$ cat config.mk
export PLATFORM = sky130hd
export DESIGN_NAME = btc_front
export DESIGN_NICKNAME = d
export VERILOG_FILES = /design/src/rtl/btc_pkg.sv /design/src/rtl/btc_front.sv
export SDC_FILE = /design/constraint.sdc
export NUM_CORES = 1
export LEC_CHECK = 0
export BUFFER_PORTS_ARGS = -buffer_cell sky130_fd_sc_hd__buf_2
export CAP_MARGIN = 25
export CELL_PAD_IN_SITES_DETAIL_PLACEMENT = 0
export CELL_PAD_IN_SITES_GLOBAL_PLACEMENT = 1
export CORE_AREA = 10 10 125 127
export CTS_BUF_LIST = sky130_fd_sc_hd__clkbuf_8
export DETAILED_ROUTE_END_ITERATION = 8
export DIE_AREA = 0 0 135 137
export PLACE_DENSITY_LB_ADDON = 0.1
export SETUP_SLACK_MARGIN = 0.4
export SYNTH_ARGS = -nofsm -noshare
export SYNTH_HDL_FRONTEND = slang
export SYNTH_SLANG_ARGS = --single-unit
export TNS_END_PERCENT = 10
$ cat constraint.sdc
create_clock -name clk -period 13.12 [get_ports clk]
set_clock_uncertainty 0.1 [all_clocks]
set_input_delay 3.28 -clock clk [delete_from_list [all_inputs] [get_ports clk]]
set_output_delay 3.28 -clock clk [all_outputs]
set_load 0.05 [all_outputs]
$ cat src/rtl/btc_pkg.sv
// Shared types and constants for the bitmap font text console.
// No dependencies; every other file in rtl/ imports this package.
package btc_pkg;

	// Font geometry and cursor range
	localparam int GLYPH_ROWS  = 16;
	localparam int GLYPH_COUNT = 256;
	localparam int COORD_BITS  = 12;
	localparam int ROW_BITS    = $clog2(GLYPH_ROWS);
	localparam int CODE_BITS   = $clog2(GLYPH_COUNT);
	localparam int FONT_AW     = CODE_BITS + ROW_BITS;
	localparam int FONT_DEPTH  = 1 << FONT_AW;
	localparam int XW          = 13;
	localparam int AW          = 34;
	localparam int PROD_W      = COORD_BITS + XW;

	localparam logic [ROW_BITS-1:0]   ROW_LAST  = ROW_BITS'(GLYPH_ROWS - 1);
	localparam logic [COORD_BITS-1:0] Y_MAX     = '1;
	localparam logic [XW-1:0]         CELL_COLS = XW'(8);
	localparam logic [7:0]            MASK_FULL = 8'hff;

	// Command queue between front and back
	localparam int QUEUE_DEPTH = 4;
	localparam int QPTR_BITS   = $clog2(QUEUE_DEPTH);

	// Command codes
	typedef enum logic [2:0] {
		OP_LOAD_FONT      = 3'd0,
		OP_PUT_CURSOR     = 3'd1,
		OP_PUT_AT         = 3'd2,
		OP_BACKSPACE      = 3'd3,
		OP_NEWLINE        = 3'd4,
		OP_CENTER         = 3'd5,
		OP_CENTER_NEWLINE = 3'd6
	} op_t;

	// Configuration register indexes
	typedef enum logic [2:0] {
		REG_SCREEN_WIDTH  = 3'd0,
		REG_SCREEN_HEIGHT = 3'd1,
		REG_LINE_STRIDE   = 3'd2,
		REG_FRAME_BASE    = 3'd3,
		REG_TEXT_COLOUR   = 3'd4,
		REG_CLEAR_COLOUR  = 3'd5
	} reg_idx_t;

	// Work for the back end
	typedef enum logic [1:0] {
		JOB_LOAD  = 2'd0,
		JOB_GLYPH = 2'd1,
		JOB_ERASE = 2'd2
	} job_kind_t;

	typedef struct packed {
		logic [2:0]            opcode;
		logic [7:0]            char_code;
		logic [3:0]            glyph_row;
		logic [7:0]            font_byte;
		logic [COORD_BITS-1:0] x_pos;
		logic [COORD_BITS-1:0] y_pos;
	} cmd_t;

	typedef struct packed {
		logic [AW-1:0] pixel_address;
		logic [7:0]    pixel_mask;
		logic [31:0]   pixel_colour;
		logic          last_row;
	} pix_t;

	typedef struct packed {
		job_kind_t             kind;
		logic [CODE_BITS-1:0]  code;
		logic [ROW_BITS-1:0]   row;
		logic [7:0]            fbyte;
		logic [XW-1:0]         x;
		logic [COORD_BITS-1:0] y;
	} job_t;

	typedef struct packed {
		logic [XW-1:0] screen_width;
		logic [XW-1:0] screen_height;
		logic [XW-1:0] line_stride;
		logic [31:0]   frame_base;
		logic [31:0]   text_colour;
		logic [31:0]   clear_colour;
	} cfg_t;

endpackage

$ cat src/rtl/btc_front.sv
// Front end: accepts command words, keeps the text cursor and turns
// drawing and font load commands into jobs. Depends on btc_pkg.
module btc_front
	import btc_pkg::*;
(
	input  logic clk,
	input  logic arst_n,
	input  logic cmd_valid,
	output logic cmd_stall,
	input  cmd_t cmd,
	input  cfg_t cfg,
	input  logic q_full,
	output logic q_push,
	output job_t q_job
);

	logic [XW-1:0]         cursor_x_q, cursor_x_d;
	logic [COORD_BITS-1:0] cursor_y_q, cursor_y_d;
	logic                  accept;

	// cursor arithmetic
	logic [XW+1:0]         adv_x;
	logic                  wrap;
	logic [COORD_BITS:0]   y_up;
	logic [COORD_BITS-1:0] y_sat, y_back, bs_y1, bs_y1_back;
	logic [XW-1:0]         bs_x1, bs_left, half_w;

	assign cmd_stall = q_full;
	assign accept    = cmd_valid && !q_full;

	always_comb begin
		adv_x      = {2'b00, cursor_x_q} + (XW+2)'(CELL_COLS);
		wrap       = (adv_x + (XW+2)'(CELL_COLS)) > {2'b00, cfg.screen_width};
		y_up       = {1'b0, cursor_y_q} + (COORD_BITS+1)'(GLYPH_ROWS);
		y_sat      = (y_up > {1'b0, Y_MAX}) ? Y_MAX : y_up[COORD_BITS-1:0];
		y_back     = (cursor_y_q >= COORD_BITS'(GLYPH_ROWS)) ?
			cursor_y_q - COORD_BITS'(GLYPH_ROWS) : '0;
		// backspace from column 0 first steps back one line
		bs_x1      = (cursor_x_q == '0) ? cfg.screen_width : cursor_x_q;
		bs_y1      = (cursor_x_q == '0) ? y_back : cursor_y_q;
		bs_y1_back = (bs_y1 >= COORD_BITS'(GLYPH_ROWS)) ?
			bs_y1 - COORD_BITS'(GLYPH_ROWS) : '0;
		bs_left    = (bs_x1 >= CELL_COLS) ? bs_x1 - CELL_COLS : '0;
		half_w     = {1'b0, cfg.screen_width[XW-1:1]};
	end

	// command decode
	always_comb begin
		cursor_x_d  = cursor_x_q;
		cursor_y_d  = cursor_y_q;
		q_push      = 1'b0;
		q_job.kind  = JOB_GLYPH;
		q_job.code  = cmd.char_code;
		q_job.row   = cmd.glyph_row;
		q_job.fbyte = cmd.font_byte;
		q_job.x     = {1'b0, cmd.x_pos};
		q_job.y     = cmd.y_pos;
		unique case (cmd.opcode)
			OP_LOAD_FONT: begin
				q_push     = accept;
				q_job.kind = JOB_LOAD;
			end
			OP_PUT_CURSOR: begin
				q_push  = accept;
				q_job.x = cursor_x_q;
				q_job.y = cursor_y_q;
				if (wrap) begin
					cursor_x_d = '0;
					cursor_y_d = y_sat;
				end else begin
					cursor_x_d = adv_x[XW-1:0];
				end
			end
			OP_PUT_AT: begin
				q_push = accept;
			end
			OP_BACKSPACE: begin
				q_push     = accept;
				q_job.kind = JOB_ERASE;
				q_job.x    = bs_left;
				q_job.y    = bs_y1;
				if (bs_x1 < CELL_COLS) begin
					cursor_x_d = cfg.screen_width;
					cursor_y_d = bs_y1_back;
				end else begin
					cursor_x_d = bs_x1 - CELL_COLS;
					cursor_y_d = bs_y1;
				end
			end
			OP_NEWLINE: begin
				cursor_x_d = '0;
				cursor_y_d = y_sat;
			end
			OP_CENTER: begin
				cursor_x_d = half_w;
				cursor_y_d = cfg.screen_height[XW-1:1];
			end
			OP_CENTER_NEWLINE: begin
				cursor_x_d = half_w;
				cursor_y_d = y_sat;
			end
			default: begin
			end
		endcase
	end

	// cursor register
	always_ff @(posedge clk or negedge arst_n) begin
		if (!arst_n) begin
			cursor_x_q <= '0;
			cursor_y_q <= '0;
		end else if (accept) begin
			cursor_x_q <= cursor_x_d;
			cursor_y_q <= cursor_y_d;
		end
	end

endmodule

==> flow_summary.json <==
{
  "tns_ns": 0,
  "maxSlewHeadroom_pct": 33.14,
  "final_cell_mix": "buf_2, nand2_1, o21ai_0",
  "dieHeight_um": 137,
  "drive_above_1_share_pct": 19.32,
  "antenna_found_initial": 0,
  "syn_avg_cell_area_sq_um": 7.001,
  "power.internal_uw": 317.9,
  "ys_seq_elements": 25,
  "h-tree-depth": 1,
  "cts_buffers": 3,
  "cts_buffer_depth": 2,
  "layout.nets": 856,
  "max_freq_ghz": 0.1069,
  "synthFlopType": "dfrtp_1",
  "maxCapViolCount": 0,
  "wire_per_inst_um": 20.92,
  "drc": 0,
  "p_per_area_nw_per_um2": 160.8,
  "grtUsageTotal_pct": 17.99,
  "placed_cells": 819,
  "cts_tree": "yes",
  "final_common_cell": "buf_2",
  "fillers": 1408,
  "ys_seq_area_share_pct": 14.34,
  "synth_warnings": 0,
  "p_comb_share_pct": 65.8,
  "synth_nets": 831,
  "vias": 4835,
  "drt_iter0_drc": 427,
  "syn_inst": 623,
  "finalPower_uw": 759.1,
  "path_max_fanout": 5,
  "clock_sinks": 25,
  "synth_edf_count": 0,
  "core_region_area_sq_um": 13090,
  "firstDrtPassIters": 5,
  "post_cts_buffers": 0,
  "gp_congestion": 0.8526,
  "grt_pass1_wl_um": 27120,
  "synth_area_sq_um": 4362,
  "hp-class": "flip-flop to flip-flop",
  "hold_viol": 0,
  "slew_violations": 0,
  "ir_worst_vdd_mv": 0.05017,
  "wirelength_um": 17210,
  "grt_overflow": 0,
  "first_global_vias": 4709,
  "postCtsHoldBufs": 0,
  "switchingPower_uw": 441.3,
  "hpwl_um": 12980,
  "clk_latency_ns": 0.30,
  "cp-end-kind": "primary output",
  "cp_data_required_time_ns": 9.74,
  "yosysUniqueCellTypes": 69,
  "switching_share_pct": 58.13,
  "fin_util_pct": 36.08,
  "outcome": "finished clean",
  "seq_power_share_pct": 26.6,
  "post_cts_resized": 0,
  "fin_ws_ns": 3.770,
  "postRouteAntennaNets": 0,
  "critical_path_class": "input pin to primary output",
  "areaGrowthSynthToFinish_pct": 8.233,
  "antenna_cells": 0,
  "setup_viol": 0,
  "rsz0062_at_grt": "no",
  "die_w_um": 135,
  "min_period_ns": 9.350,
  "grt_start_max_net_pins": 32,
  "worst_pin_slew_ns": 1.001,
  "io_pins": 235,
  "num_rows": 42,
  "power_leakage_nw": 1.951,
  "start_util_pct": 33.33,
  "dieArea_sq_um": 18500,
  "port_buffers": 84,
  "cp-start-kind": "input pin",
  "pwr-share-clk_pct": 7.7,
  "vias_per_cell": 5.875,
  "async_flop_share_pct": 100.0,
  "post-place-ws_ns": 3.798,
  "arrival_ns": 5.97,
  "layout.cells.non_filler": 823,
  "period_share_pct": 71.27,
  "path_clk_slew_ns": 0.12,
  "root_buffer": "clkbuf_8"
}
==> metrics by stage <==
step	cell area, sq um	hold slack (ns)
floorplan	4362	0.4173
global placement	4672	0.4539
detailed placement	4672	0.4650
CTS	4721	0.4967
global route	4721	0.5268
finish	4721	0.4960
==> registers in the layout, indices dropped and copies added (netlist names) <==
name / count
cursor_y_q: 12
cursor_x_q: 13
==> critical path, cell delays in order <==
cell     delay, ns
buf_2         0.14
a21oi_1       0.32
ha_1          0.26
nand3_1       0.17
nor4_1        0.72
nand2_1       0.14
xor2_1        0.33
nand3_1       0.13
a21oi_1       0.18
buf_2         0.29
==> power groups by stage <==
| stage | Clock [mW] | Combinational (mW) | Sequential (mW) |
|---|---|---|---|
| floorplan | 0 | 0.445 | 0.128 |
| global placement | 0 | 0.488 | 0.201 |
| detailed placement | 0 | 0.490 | 0.200 |
| CTS | 0.0580 | 0.494 | 0.198 |
| global route | 0.0600 | 0.553 | 0.211 |
| finish | 0.0583 | 0.499 | 0.202 |
==> Yosys cell counts, types with 4 or more instances <==
| master | number | area (sq um) |
|---|---|---|
| nand2b_1 | 6 | 37.54 |
| o32a_1 | 4 | 40.04 |
| nor3_1 | 16 | 80.08 |
| a211oi_1 | 8 | 60.06 |
| o311ai_0 | 4 | 35.03 |
| a21o_1 | 8 | 60.06 |
| o211ai_1 | 4 | 30.03 |
| ha_1 | 22 | 275.3 |
| nand2_1 | 68 | 255.2 |
| mux2i_1 | 5 | 50.05 |
| nand3_1 | 23 | 115.1 |
| nand4_1 | 9 | 56.30 |
| a221o_1 | 4 | 40.04 |
| a21oi_1 | 51 | 255.2 |
| a31oi_1 | 9 | 56.30 |
| or2_2 | 5 | 31.28 |
| o41ai_1 | 5 | 43.79 |
| buf_6 | 4 | 45.04 |
| a221oi_1 | 4 | 35.03 |
| xor2_1 | 10 | 87.58 |
| xnor2_1 | 19 | 166.4 |
| buf_1 | 8 | 30.03 |
| buf_4 | 21 | 157.7 |
| nor4_1 | 7 | 43.79 |
| and3_1 | 8 | 50.05 |
| a22o_1 | 8 | 70.07 |
| clkbuf_1 | 30 | 112.6 |
| inv_1 | 28 | 105.1 |
| nor2b_1 | 6 | 37.54 |
| mux2_2 | 10 | 112.6 |
| o21ai_0 | 55 | 275.3 |
| a22oi_1 | 5 | 37.54 |
| or4_1 | 8 | 60.06 |
| nor2_1 | 45 | 168.9 |
| buf_2 | 9 | 45.04 |
| o31ai_1 | 6 | 45.04 |
| and2_1 | 6 | 37.54 |
| dfrtp_1 | 25 | 625.6 |
==> final timing paths <==
| check | startpoint | endpoint | slack [ns] | depth (start not counted) |
|---|---|---|---|---|
| worst max-delay path | cfg[125] | q_job[23] | 3.77 | 10 |
| worst min-delay path | cursor_y_q[2]$_DFFE_PN0P_ | cursor_y_q[2]$_DFFE_PN0P_ | 0.50 | 1 |
| worst max register to register | cursor_x_q[3]$_DFFE_PN0P_ | cursor_y_q[11]$_DFFE_PN0P_ | 6.99 | 14 |
| worst min register to register | cursor_y_q[2]$_DFFE_PN0P_ | cursor_y_q[2]$_DFFE_PN0P_ | 0.50 | 1 |
| max in group asynchronous | arst_n | cursor_x_q[1]$_DFFE_PN0P_ | 9.56 | 1 |
| min in group asynchronous | arst_n | cursor_y_q[11]$_DFFE_PN0P_ | 2.91 | 1 |
==> cell families (layout without fill, tap and decap cells) <==
group           after synthesis  in the layout  synth area share (%)
simple gates                226            226                 27.05
compound gates              206            206                 31.38
buf+inv                     100            124                 11.36
xor+xnor                     29             29                 5.823
flops                        25             25                 14.34
fa+ha+maj                    22             22                 6.311
mux                          15             15                 3.729
==> routing by layer <==
layer  vias to the layer above  GRT usage, %  share of wire (%)
met3                        21         3.336                8.3
met2                       215         25.63                 40
met1                      2270         27.12                 50
li1                       2329             -                  -
met4                         0         3.708                1.0
met5                         -             0                  0
==> cell type report <==
| type | instances | area (sq um) | share of cell area, % |
|---|---|---|---|
| multi-input cells | 498 | 3241 | 68.65 |
| clock inverters | 1 | 7.507 | 0.1590 |
| clock buffers | 3 | 41.29 | 0.8746 |
| well taps | 176 | 220.2 | 4.665 |
| flip-flops and latches | 25 | 625.6 | 13.25 |
| inverters | 28 | 105.1 | 2.226 |
| repair buffers | 92 | 480.5 | 10.18 |
Power figures use the tool's default switching activity.
