`src/rtl/btc_pkg.sv`:
```
// Shared types and constants for the bitmap font text console.
// No dependencies; every other file in rtl/ imports this package.
package btc_pkg;

	// Font geometry and cursor range
	localparam int GLYPH_ROWS  = 16;
	localparam int GLYPH_COUNT = 256;
	localparam int COORD_BITS  = 12;
	localparam int ROW_BITS    = $clog2(GLYPH_ROWS);
	localparam int CODE_BITS   = $clog2(GLYPH_COUNT);
	localparam int FONT_AW     = CODE_BITS + ROW_BITS;
	localparam int FONT_DEPTH  = 1 << FONT_AW;
	localparam int XW          = 13;
	localparam int AW          = 34;
	localparam int PROD_W      = COORD_BITS + XW;

	localparam logic [ROW_BITS-1:0]   ROW_LAST  = ROW_BITS'(GLYPH_ROWS - 1);
	localparam logic [COORD_BITS-1:0] Y_MAX     = '1;
	localparam logic [XW-1:0]         CELL_COLS = XW'(8);
	localparam logic [7:0]            MASK_FULL = 8'hff;

	// Command queue between front and back
	localparam int QUEUE_DEPTH = 4;
	localparam int QPTR_BITS   = $clog2(QUEUE_DEPTH);

	// Command codes
	typedef enum logic [2:0] {
		OP_LOAD_FONT      = 3'd0,
		OP_PUT_CURSOR     = 3'd1,
		OP_PUT_AT         = 3'd2,
		OP_BACKSPACE      = 3'd3,
		OP_NEWLINE        = 3'd4,
		OP_CENTER         = 3'd5,
		OP_CENTER_NEWLINE = 3'd6
	} op_t;

	// Configuration register indexes
	typedef enum logic [2:0] {
		REG_SCREEN_WIDTH  = 3'd0,
		REG_SCREEN_HEIGHT = 3'd1,
		REG_LINE_STRIDE   = 3'd2,
		REG_FRAME_BASE    = 3'd3,
		REG_TEXT_COLOUR   = 3'd4,
		REG_CLEAR_COLOUR  = 3'd5
	} reg_idx_t;

	// Work for the back end
	typedef enum logic [1:0] {
		JOB_LOAD  = 2'd0,
		JOB_GLYPH = 2'd1,
		JOB_ERASE = 2'd2
	} job_kind_t;

	typedef struct packed {
		logic [2:0]            opcode;
		logic [7:0]            char_code;
		logic [3:0]            glyph_row;
		logic [7:0]            font_byte;
		logic [COORD_BITS-1:0] x_pos;
		logic [COORD_BITS-1:0] y_pos;
	} cmd_t;

	typedef struct packed {
		logic [AW-1:0] pixel_address;
		logic [7:0]    pixel_mask;
		logic [31:0]   pixel_colour;
		logic          last_row;
	} pix_t;

	typedef struct packed {
		job_kind_t             kind;
		logic [CODE_BITS-1:0]  code;
		logic [ROW_BITS-1:0]   row;
		logic [7:0]            fbyte;
		logic [XW-1:0]         x;
		logic [COORD_BITS-1:0] y;
	} job_t;

	typedef struct packed {
		logic [XW-1:0] screen_width;
		logic [XW-1:0] screen_height;
		logic [XW-1:0] line_stride;
		logic [31:0]   frame_base;
		logic [31:0]   text_colour;
		logic [31:0]   clear_colour;
	} cfg_t;

endpackage

```
`src/rtl/btc_queue.sv`:
```
// Short job queue between front and back end, built from flops.
// Depends on btc_pkg.
module btc_queue
	import btc_pkg::*;
(
	input  logic clk,
	input  logic arst_n,
	input  logic push,
	input  job_t job_in,
	input  logic pop,
	output job_t job_out,
	output logic full,
	output logic empty
);

	job_t                 entry_q [QUEUE_DEPTH];
	logic [QPTR_BITS-1:0] wr_ptr_q, rd_ptr_q;
	logic [QPTR_BITS:0]   count_q;

	assign full    = (count_q == (QPTR_BITS+1)'(QUEUE_DEPTH));
	assign empty   = (count_q == '0);
	assign job_out = entry_q[rd_ptr_q];

	// storage
	always_ff @(posedge clk) begin
		if (push) begin
			entry_q[wr_ptr_q] <= job_in;
		end
	end

	// pointers and fill count
	always_ff @(posedge clk or negedge arst_n) begin
		if (!arst_n) begin
			wr_ptr_q <= '0;
			rd_ptr_q <= '0;
			count_q  <= '0;
		end else begin
			if (push) begin
				wr_ptr_q <= wr_ptr_q + 1'b1;
			end
			if (pop) begin
				rd_ptr_q <= rd_ptr_q + 1'b1;
			end
			case ({push, pop})
				2'b10:   count_q <= count_q + 1'b1;
				2'b01:   count_q <= count_q - 1'b1;
				default: count_q <= count_q;
			endcase
		end
	end

	a_no_overflow: assert property (@(posedge clk) disable iff (!arst_n)
		push |-> !full) else $error("queue push while full");
	a_no_underflow: assert property (@(posedge clk) disable iff (!arst_n)
		pop |-> !empty) else $error("queue pop while empty");

endmodule

```
`config.mk`:
```
export PLATFORM = sky130hd
export DESIGN_NAME = btc_queue
export DESIGN_NICKNAME = d
export VERILOG_FILES = /design/src/rtl/btc_pkg.sv /design/src/rtl/btc_queue.sv
export SDC_FILE = /design/constraint.sdc
export NUM_CORES = 1
export LEC_CHECK = 0
export BUFFER_PORTS_ARGS = -buffer_cell sky130_fd_sc_hd__buf_4
export CORE_UTILIZATION = 60
export DETAILED_ROUTE_END_ITERATION = 8
export GPL_TIMING_DRIVEN = 0
export HOLD_SLACK_MARGIN = 0.02
export MAX_ROUTING_LAYER = met4
export PLACE_DENSITY_LB_ADDON = 0.15
export SYNTH_ARGS = -nofsm -noshare
export SYNTH_HDL_FRONTEND = slang
export SYNTH_SLANG_ARGS = --single-unit
```
`constraint.sdc`:
```
create_clock -name clk -period 6.9 [get_ports clk]
set_input_delay 0.69 -clock clk [delete_from_list [all_inputs] [get_ports clk]]
set_output_delay 0.69 -clock clk [all_outputs]
set_load 0.005 [all_outputs]
```
==> flow_summary.ini, run 1 <==
[route]
routedWlPerCell_microns = 22.0
firstDrtPassIters = 7
num_vias = 3260
drc_errors = 5
viasPerCell = 5.81
ant_nets = 0
routed_wl_mm = 12.4
drtIter0Drc = 234

[floorplanning]
pin_count = 100
initial_core_util = 0.623
die_area_sq_um = 12400
die_x_microns = 112
die_h_microns = 112
row_count = 39
core_sq_um = 11600

[clock_tree]
cts_tree = done
worstSkewPairLatency_ns = 0.42
cts_resized = 0
cts-buffers-inserted = 17
postCtsHoldBufs = 0
path_clk_slew_ns = 0.06
cts.sinks = 195
postCtsSetupBuffers = 0
cts_max_level = 4
cts_buffer_depth = 2
cts_root_buffer = clkbuf_16

[final_layout]
layout-drive-gt1-share = 0.452
fin_nets = 462
diodes = 0
final_util = 0.755
area_growth_pct = 21.3
fill_cells = 633
most-common-layout-cells = edfxtp_1, buf_4, mux4_2
final_common_cell = edfxtp_1

[global_route]
grt_first_pass_wirelength_mm = 19.0
antenna_found_initial = 0
globalRoute.totalOverflow = 0
grt_usage = 0.226
grt_max_degree = 27
grt_pass1_vias = 3472

[power]
p_sw_uw = 954
intPower_uw = 2650
swShare = 0.264
leakagePower_uw = 0.00306
p_clk_frac = 0.244
share_comb_of_total_power = 0.309
powerDensity_nw_per_um2 = 413
vdd.ir_drop.worst_mv = 0.228
seqPwrFrac = 0.447

[synthesis]
ys_warn_count = 0
synth.yosys.seq_area_share = 0.808
synth-edff-count = 188
synth_area_leaders = edfxtp_1, mux4_2, dfrtp_1
synth.distinct_cells = 20
ys.flop_type = edfxtp_1
syn_nets = 340
synth.top_cell.area_share = 0.784
syn_area_per_cell_sq_um = 25.4
async_flop_share = 0.0359
synth_top_area_cell = edfxtp_1
syn-instance-count = 283
syn_area_sq_um = 7200
synth_seq_cells = 195

[place]
gp_congestion = 0.647
port_buffers = 99
dp_hpwl_mm = 7.59

[setup_path]
path_class = reg2out
cp.required_ns = 6.21
cp_max_fo = 10
ff2ff_path_depth = 4
r2r-end = entry_q[0][5]
crit_path_end_kind = output pin
cp-start-kind = register
cp.arrival_ns = 1.92
r2r_start = wr_ptr_q[0]
r2r_slack_ns = 5.00

[sta]
worst_slew_pin_slew_ns = 0.712
finalSetupViolCount = 0
finClkSkew_ns = 0.00354
slew_headroom = 0.525
timing.final.crit_share = 0.378
fin_tns_setup_ns = 0
hold_violations = 0
slew_viol_final = 0
period_minus_slack_ns = 2.61
fmax_mhz = 383
rsz0062_at_grt = no

[min_path]
hold_class = in2async

[status]
status = finished with violations
violations = design-rule violations

[job]
drv_cap = 0
==> kinds of logic (layout without fill, tap and decap cells) <==
logic type | count (synthesis) | in the layout | synth area share
flip-flops | 195 | 195 | 0.808
multiplexers | 47 | 47 | 0.148
AND/OR/NAND/NOR | 10 | 10 | 0.00712
AO/OA/AOI/OAI | 2 | 2 | 0.00139
XOR/XNOR | 6 | 6 | 0.00730
buffers and inverters | 17 | 152 | 0.0165
adder cells (fa/ha/maj) | 6 | 6 | 0.0115
==> critical path, cell delays in order (launching register included) <==
cell	delay, ns
dfrtp_1	0.35
clkbuf_1	0.55
mux4_2	0.43
buf_4	0.16
==> how the worst max path moves through the flow <==
stage	startpoint	endpoint	slack, ns	cells after the start
3_3_place_gp	push	entry_q[0][29]	3.67	2
3_5_place_dp	rd_ptr_q[1]	job_out[35]	4.72	4
2_1_floorplan	push	entry_q[0][0]	4.67	1
5_1_grt	rd_ptr_q[1]	job_out[35]	4.19	4
4_1_cts	rd_ptr_q[1]	job_out[41]	4.26	3
6_report	rd_ptr_q[1]	job_out[41]	4.29	3
==> power by group through the flow <==
stage               clock network [uW]  logic [uW]  registers [uW]
floorplan                            0         633            1620
global placement                     0        1090            1640
detailed placement                   0        1140            1640
CTS                                892        1140            1610
global route                       936        1200            1630
finish                             882        1110            1610
==> cells in the mapped netlist, types with 2 or more instances <==
cell type    n
edfxtp_1   188
and2_1       4
buf_12       2
buf_4        3
xnor2_1      2
xor2_1       4
mux4_2      45
mux4_1       2
inv_1        6
nand2_1      3
ha_1         5
dfrtp_1      7
clkbuf_1     2
buf_2        3
o21ai_0      2
==> metrics by stage <==
stage | area (sq um) | instances | total power (uW) | hold WS [ns] | setup WS (ns)
after floorplan | 7200 | 283 | 2250 | 0.394 | 4.67
after global placement | 8120 | 525 | 2730 | 0.476 | 3.67
after detailed placement | 8210 | 529 | 2770 | 0.491 | 4.72
after CTS | 8740 | 561 | 3650 | 0.0532 | 4.26
after global routing | 8740 | 561 | 3760 | 0.0531 | 4.19
final | 8740 | 561 | 3610 | 0.0687 | 4.29
==> final cells by class <==
| cell class | count | area [sq um] | share of cell area |
|---|---|---|---|
| flip-flops and latches | 195 | 5820 | 0.666 |
| multi-input cells | 71 | 1270 | 0.145 |
| repair buffers | 103 | 823 | 0.0942 |
| clock buffers | 20 | 437 | 0.0500 |
| well taps | 143 | 179 | 0.0205 |
| plain buffers | 11 | 96.3 | 0.0110 |
| clock inverters | 12 | 91.3 | 0.0105 |
| inverters | 6 | 22.5 | 0.00258 |
==> flip-flops by register name, summed over array words and instances, names as in the netlist <==
signal / cells
entry_q: 188
count_q: 3
rd_ptr_q: 2
wr_ptr_q: 2
==> metal layers <==
metal,share of wire,GRT usage
met3,0.060,0.0697
met4,0.024,0.103
met5,0,-
met2,0.52,0.355
met1,0.39,0.274
(Power assumes the default switching activity.)
==> inputs of run 2 (changes only) <==
ABC_AREA = 1   (was default)
CORE_UTILIZATION = 58   (was 60)
clock period = 2.6 ns   (was 6.9 ns; I/O delays follow)
==> flow_summary.ini, run 2 <==
[setup_path]
cpMostUsedCell = buf_6
endpoint = job_out[15]
cp.required_ns = 2.34
path_class = reg2out
crit_path_start = rd_ptr_q[0]
r2r_slack_ns = 0.77
critPathMaxStageDelay_ns = 0.38
ff2ff_path_depth = 5
r2r_start = wr_ptr_q[0]
cp_max_fo = 10
cp.arrival_ns = 1.71
cp-start-kind = register
crit_path_end_kind = output pin
r2r-end = entry_q[0][24]
crit_path_top_delay_cell = dfrtp_1
worstPathCellList = buf_6 > buf_12 > buf_6 > o211ai_2 > nand2_1 > buf_4

[route]
ant_nets = 0
drc_errors = 0
num_vias = 5000
routed_wl_mm = 16.7
drtIter0Drc = 286
viasPerCell = 5.41
firstDrtPassIters = 5
routedWlPerCell_microns = 18.1

[sta]
hold_violations = 0
rsz0062_at_grt = no
period_minus_slack_ns = 1.97
worst_slew_pin_slew_ns = 0.658
timing.final.crit_share = 0.756
finalSetupViolCount = 0
fmax_mhz = 508
slew_headroom = 0.560
slew_viol_final = 0
finalWorstSetupSlack_ns = 0.633
finClkSkew_ns = 0.0110

[floorplanning]
die_h_microns = 121
die_x_microns = 121
initial_core_util = 0.591
core_sq_um = 13800
pin_count = 100
die_area_sq_um = 14600
row_count = 43

[final_layout]
largest_register_ffs = 188
final_common_cell = edfxtp_1
layout-drive-gt1-share = 0.289
reg_top3 = entry_q x188, count_q x3
fill_cells = 892
fin_nets = 790
ff_latch_area_sq_um = 5820
most-common-layout-cells = edfxtp_1, nand2_1, inv_1
diodes = 0
area_growth_pct = 21.6
multiInputGateArea_sq_um = 1690
top_register = entry_q

[clock_tree]
cts_root_buffer = clkbuf_16
postCtsSetupBuffers = 0
cts_max_level = 4
cts_tree = done
cts.sinks = 195
worstSkewPairLatency_ns = 0.44
cts-buffers-inserted = 17
path_clk_slew_ns = 0.07
cts_buffer_depth = 2

[synthesis]
synth_seq_cells = 195
synth-edff-count = 188
synth.most_common_cell = edfxtp_1
synth.top_cell.area_share = 0.691
synth.distinct_cells = 21
syn_nets = 654
syn-instance-count = 597
synth_area_leaders = edfxtp_1, o211ai_2, nand2_1
syn_area_sq_um = 8170
synth_common_cells = edfxtp_1, nand2_1, inv_1, o211ai_2, o211ai_1
async_flop_share = 0.0359
syn_area_per_cell_sq_um = 13.7
synth.yosys.seq_area_share = 0.712
synth_top_area_cell = edfxtp_1
ys_warn_count = 0
ys.flop_type = edfxtp_1

[global_route]
grt_max_degree = 36
grt_usage = 0.253
antenna_found_initial = 0
grt_first_pass_wirelength_mm = 25.9
grt_pass1_vias = 5084
globalRoute.totalOverflow = 0

[place]
pre_cts_slack_ns = 0.744
port_buffers = 98
gp_congestion = 0.763
dp_hpwl_mm = 10.4

[status]
status = complete, no violations

[min_path]
hold_class = in2reg

[power]
powerDensity_nw_per_um2 = 1130
vdd.ir_drop.worst_mv = 0.886
power.total_uw = 11300
leakagePower_uw = 0.00410

[job]
drv_cap = 0
[run 2: cells by family after synthesis]
logic type / count (synthesis) / share of synthesized area
flip-flops: 195 / 0.712
AO/OA/AOI/OAI: 96 / 0.119
XOR/XNOR: 4 / 0.00429
adder cells (fa/ha/maj): 6 / 0.0101
buffers and inverters: 140 / 0.0816
AND/OR/NAND/NOR: 156 / 0.0724
[run 2: what timing repair did]
| action | 4_1_cts | 5_1_grt |
|---|---|---|
| endpoints found under the hold margin | 48 | 0 |
| endpoints found under the setup margin | 0 | 0 |
| hold buffers | 15 | 0 |
| resized for setup | 0 | 0 |
[run 2: metal layers]
layer / global-route usage / vias to the layer above / share of wire
li1: - / 2328 / -
met1: 0.307 / 2510 / 0.42
met2: 0.425 / 140 / 0.53
met3: 0.0514 / 22 / 0.042
met4: 0.0856 / 0 / 0.017
met5: - / - / 0
[run 2: power by group]
part	leakage [uW]	internal (uW)	total (uW)	switching, uW
logic	0.00202	1890	4400	2520
registers	0.00181	4120	4310	187
clock network	0.000275	1490	2560	1070
[run 2: worst min path at each step]
stage                     from  slack [ns]             end  cells past startpoint
detailed placement      arst_n        0.09      count_q[2]                      1
CTS                 job_in[31]        0.02  entry_q[3][31]                      1
finish              job_in[36]        0.02  entry_q[0][36]                      1
floorplan               arst_n       -0.04      count_q[0]                      0
global placement        arst_n        0.08      count_q[2]                      1
global route        job_in[36]        0.02  entry_q[0][36]                      1
[run 2: through the flow]
stage / cells / TNS, ns / hold WS (ns) / utilization / cell area (sq um)
6_report: 925 / 0 / 0.0228 / 0.719 / 9940
5_1_grt: 925 / 0 / 0.0210 / 0.719 / 9940
4_1_cts: 925 / 0 / 0.0203 / 0.719 / 9940
3_5_place_dp: 879 / 0 / 0.0852 / 0.666 / 9210
3_3_place_gp: 875 / -23.87 / 0.0779 / 0.661 / 9130
2_1_floorplan: 597 / 0 / -0.0356 / - / 8170
[run 2: critical path: cells and delay by family, from the launching register on]
family                 cells  cell delay (ns)
DFF                        1             0.38
and+or+nand+nor            1             0.11
AOI/OAI and AO/OA          1             0.18
buffers and inverters      4             0.61
[run 2: cell type report]
class / count / area share
inverters: 108 / 0.0408
well taps: 180 / 0.0227
clock inverters: 12 / 0.0141
plain buffers: 32 / 0.0263
flip-flops and latches: 195 / 0.586
multi-input cells: 262 / 0.170
repair buffers: 117 / 0.0972
clock buffers: 19 / 0.0436
==> inputs of run 3 (changes only) <==
CORE_UTILIZATION = 52   (was 58)
clock period = 1.6 ns   (was 2.6 ns; I/O delays follow)
==> flow_summary.ini, run 3 (synthesized netlist as in run 2, its figures left out) <==
[status]
status = finished with violations
violations = negative setup slack

[setup_path]
cp.required_ns = 1.56
r2r_start = wr_ptr_q[1]
crit_path_end_kind = register
worstPathCellList = inv_2 > ha_2 > nand2_4 > clkinvlp_4
path_class = reg2reg
critPathMaxStageDelay_ns = 0.58
crit_path_start = wr_ptr_q[1]
cp_max_fo = 24
cp-start-kind = register
cp.arrival_ns = 1.78
crit_path_top_delay_cell = clkinvlp_4
ff2ff_path_depth = 4

[final_layout]
final_util = 0.705
area_growth_pct = 31.6
fill_cells = 1007
final_common_cell = edfxtp_1
top_register = entry_q
most-common-layout-cells = edfxtp_1, nand2_1, inv_1
multiInputGateArea_sq_um = 1740
reg_top3 = entry_q x188, count_q x3
diodes = 0
fin_nets = 845
largest_register_ffs = 188
layout-drive-gt1-share = 0.321
ff_latch_area_sq_um = 5820

[route]
routedWlPerCell_microns = 17.9
drtIter0Drc = 367
drc_errors = 0
ant_nets = 0
viasPerCell = 5.08
num_vias = 5137
firstDrtPassIters = 7
routed_wl_mm = 18.1

[clock_tree]
cts_root_buffer = clkbuf_16
cts_max_level = 4
path_clk_slew_ns = 0.07
cts_buffer_depth = 2
cts.sinks = 195
worstSkewPairLatency_ns = 0.43
cts-buffers-inserted = 17
cts_tree = done

[sta]
slew_viol_final = 0
fmax_mhz = 548
timing.final.crit_share = 1.14
rsz0062_at_grt = yes
finalSetupViolCount = 94
fin_tns_setup_ns = -17.75
worst_slew_pin_slew_ns = 0.713
slew_headroom = 0.524
finalWorstSetupSlack_ns = -0.225
period_minus_slack_ns = 1.83
hold_violations = 0
finClkSkew_ns = 0.00545

[floorplanning]
pin_count = 100
initial_core_util = 0.536
core_sq_um = 15300
die_area_sq_um = 16200
row_count = 45
die_x_microns = 127
die_h_microns = 127

[global_route]
globalRoute.totalOverflow = 0
grt_usage = 0.244
grt_pass1_vias = 5214
antenna_found_initial = 0
grt_max_degree = 25
grt_first_pass_wirelength_mm = 27.6

[power]
power.total_uw = 19700
vdd.ir_drop.worst_mv = 1.11
powerDensity_nw_per_um2 = 1830
leakagePower_uw = 0.00437

[place]
port_buffers = 98
gp_congestion = 0.753
dp_hpwl_mm = 9.59

[min_path]
hold_class = in2async

[job]
drv_cap = 0
## run 3: cell types whose count changed in the layout (fill, tap and decap cells not counted), moves of 4 or more
| cell | before | now |
|---|---|---|
| ha_1 | 5 | 1 |
| clkinvlp_4 | 2 | 15 |
| ha_2 | 0 | 4 |
| buf_12 | 5 | 10 |
| nand2_2 | 0 | 12 |
| nand2_1 | 152 | 138 |
| buf_8 | 0 | 4 |
| buf_6 | 13 | 19 |
| buf_2 | 13 | 4 |
| dlygate4sd3_1 | 15 | 49 |
| clkbuf_4 | 1 | 7 |
## run 3: final timing paths
| check | to | slack, ns |
|---|---|---|
| worst max-delay path | entry_q[1][26] | -0.23 |
| max in group asynchronous | wr_ptr_q[0] | 1.38 |
| min in group clk | wr_ptr_q[1] | 0.20 |
| worst min register to register | wr_ptr_q[0] | 0.52 |
| worst min-delay path | rd_ptr_q[1] | 0.08 |
| worst max register to register | entry_q[1][26] | -0.23 |
## run 3: per-stage QoR
stage	instance area, sq um	instances	setup WS, ns	hold WS [ns]
global placement	9210	906	-0.789	-0.0203
floorplan	8210	597	-0.141	-0.136
detailed placement	9210	906	-0.782	-0.0158
CTS	10600	1009	-0.253	0.0639
finish	10800	1012	-0.225	0.0775
global route	10800	1012	-0.305	0.0632
## run 3: routing by layer
metal	part of all wire	global-route usage
met1	0.42	0.296
met2	0.50	0.396
met3	0.050	0.0515
met4	0.030	0.111
met5	0	-
## run 3: repair_timing
item | CTS | global route
setup buffers | 14 | 0
hold buffers | 49 | 0
endpoints found under the setup margin | 235 | 141
resized for setup | 32 | 35
hold endpoints to repair | 197 | 0
pin swaps | 18 | 11
gates cloned | 8 | 3
## run 3: power breakdown
group | total (uW) | switching (uW) | internal [uW] | leakage, uW
clock network | 4490 | 1740 | 2750 | 0.000298
registers | 7000 | 304 | 6700 | 0.00181
logic | 8200 | 4450 | 3750 | 0.00226
## run 3: cell type report
type / count / area share
Multi-Input combinational cell: 262 / 0.162
Buffer: 32 / 0.0332
Inverter: 108 / 0.0391
Clock inverter: 12 / 0.0173
Timing Repair inverter: 10 / 0.00698
Clock buffer: 20 / 0.0406
Timing Repair Buffer: 162 / 0.135
Sequential cell: 195 / 0.541
Tap cell: 211 / 0.0246
## run 3: critical path, delay by kind of cell (launching register included)
kind                       cells  cell delay [ns]
buffers and inverters          2             0.64
adders and majority gates      1             0.19
and+or+nand+nor                1             0.11
DFF                            1             0.39
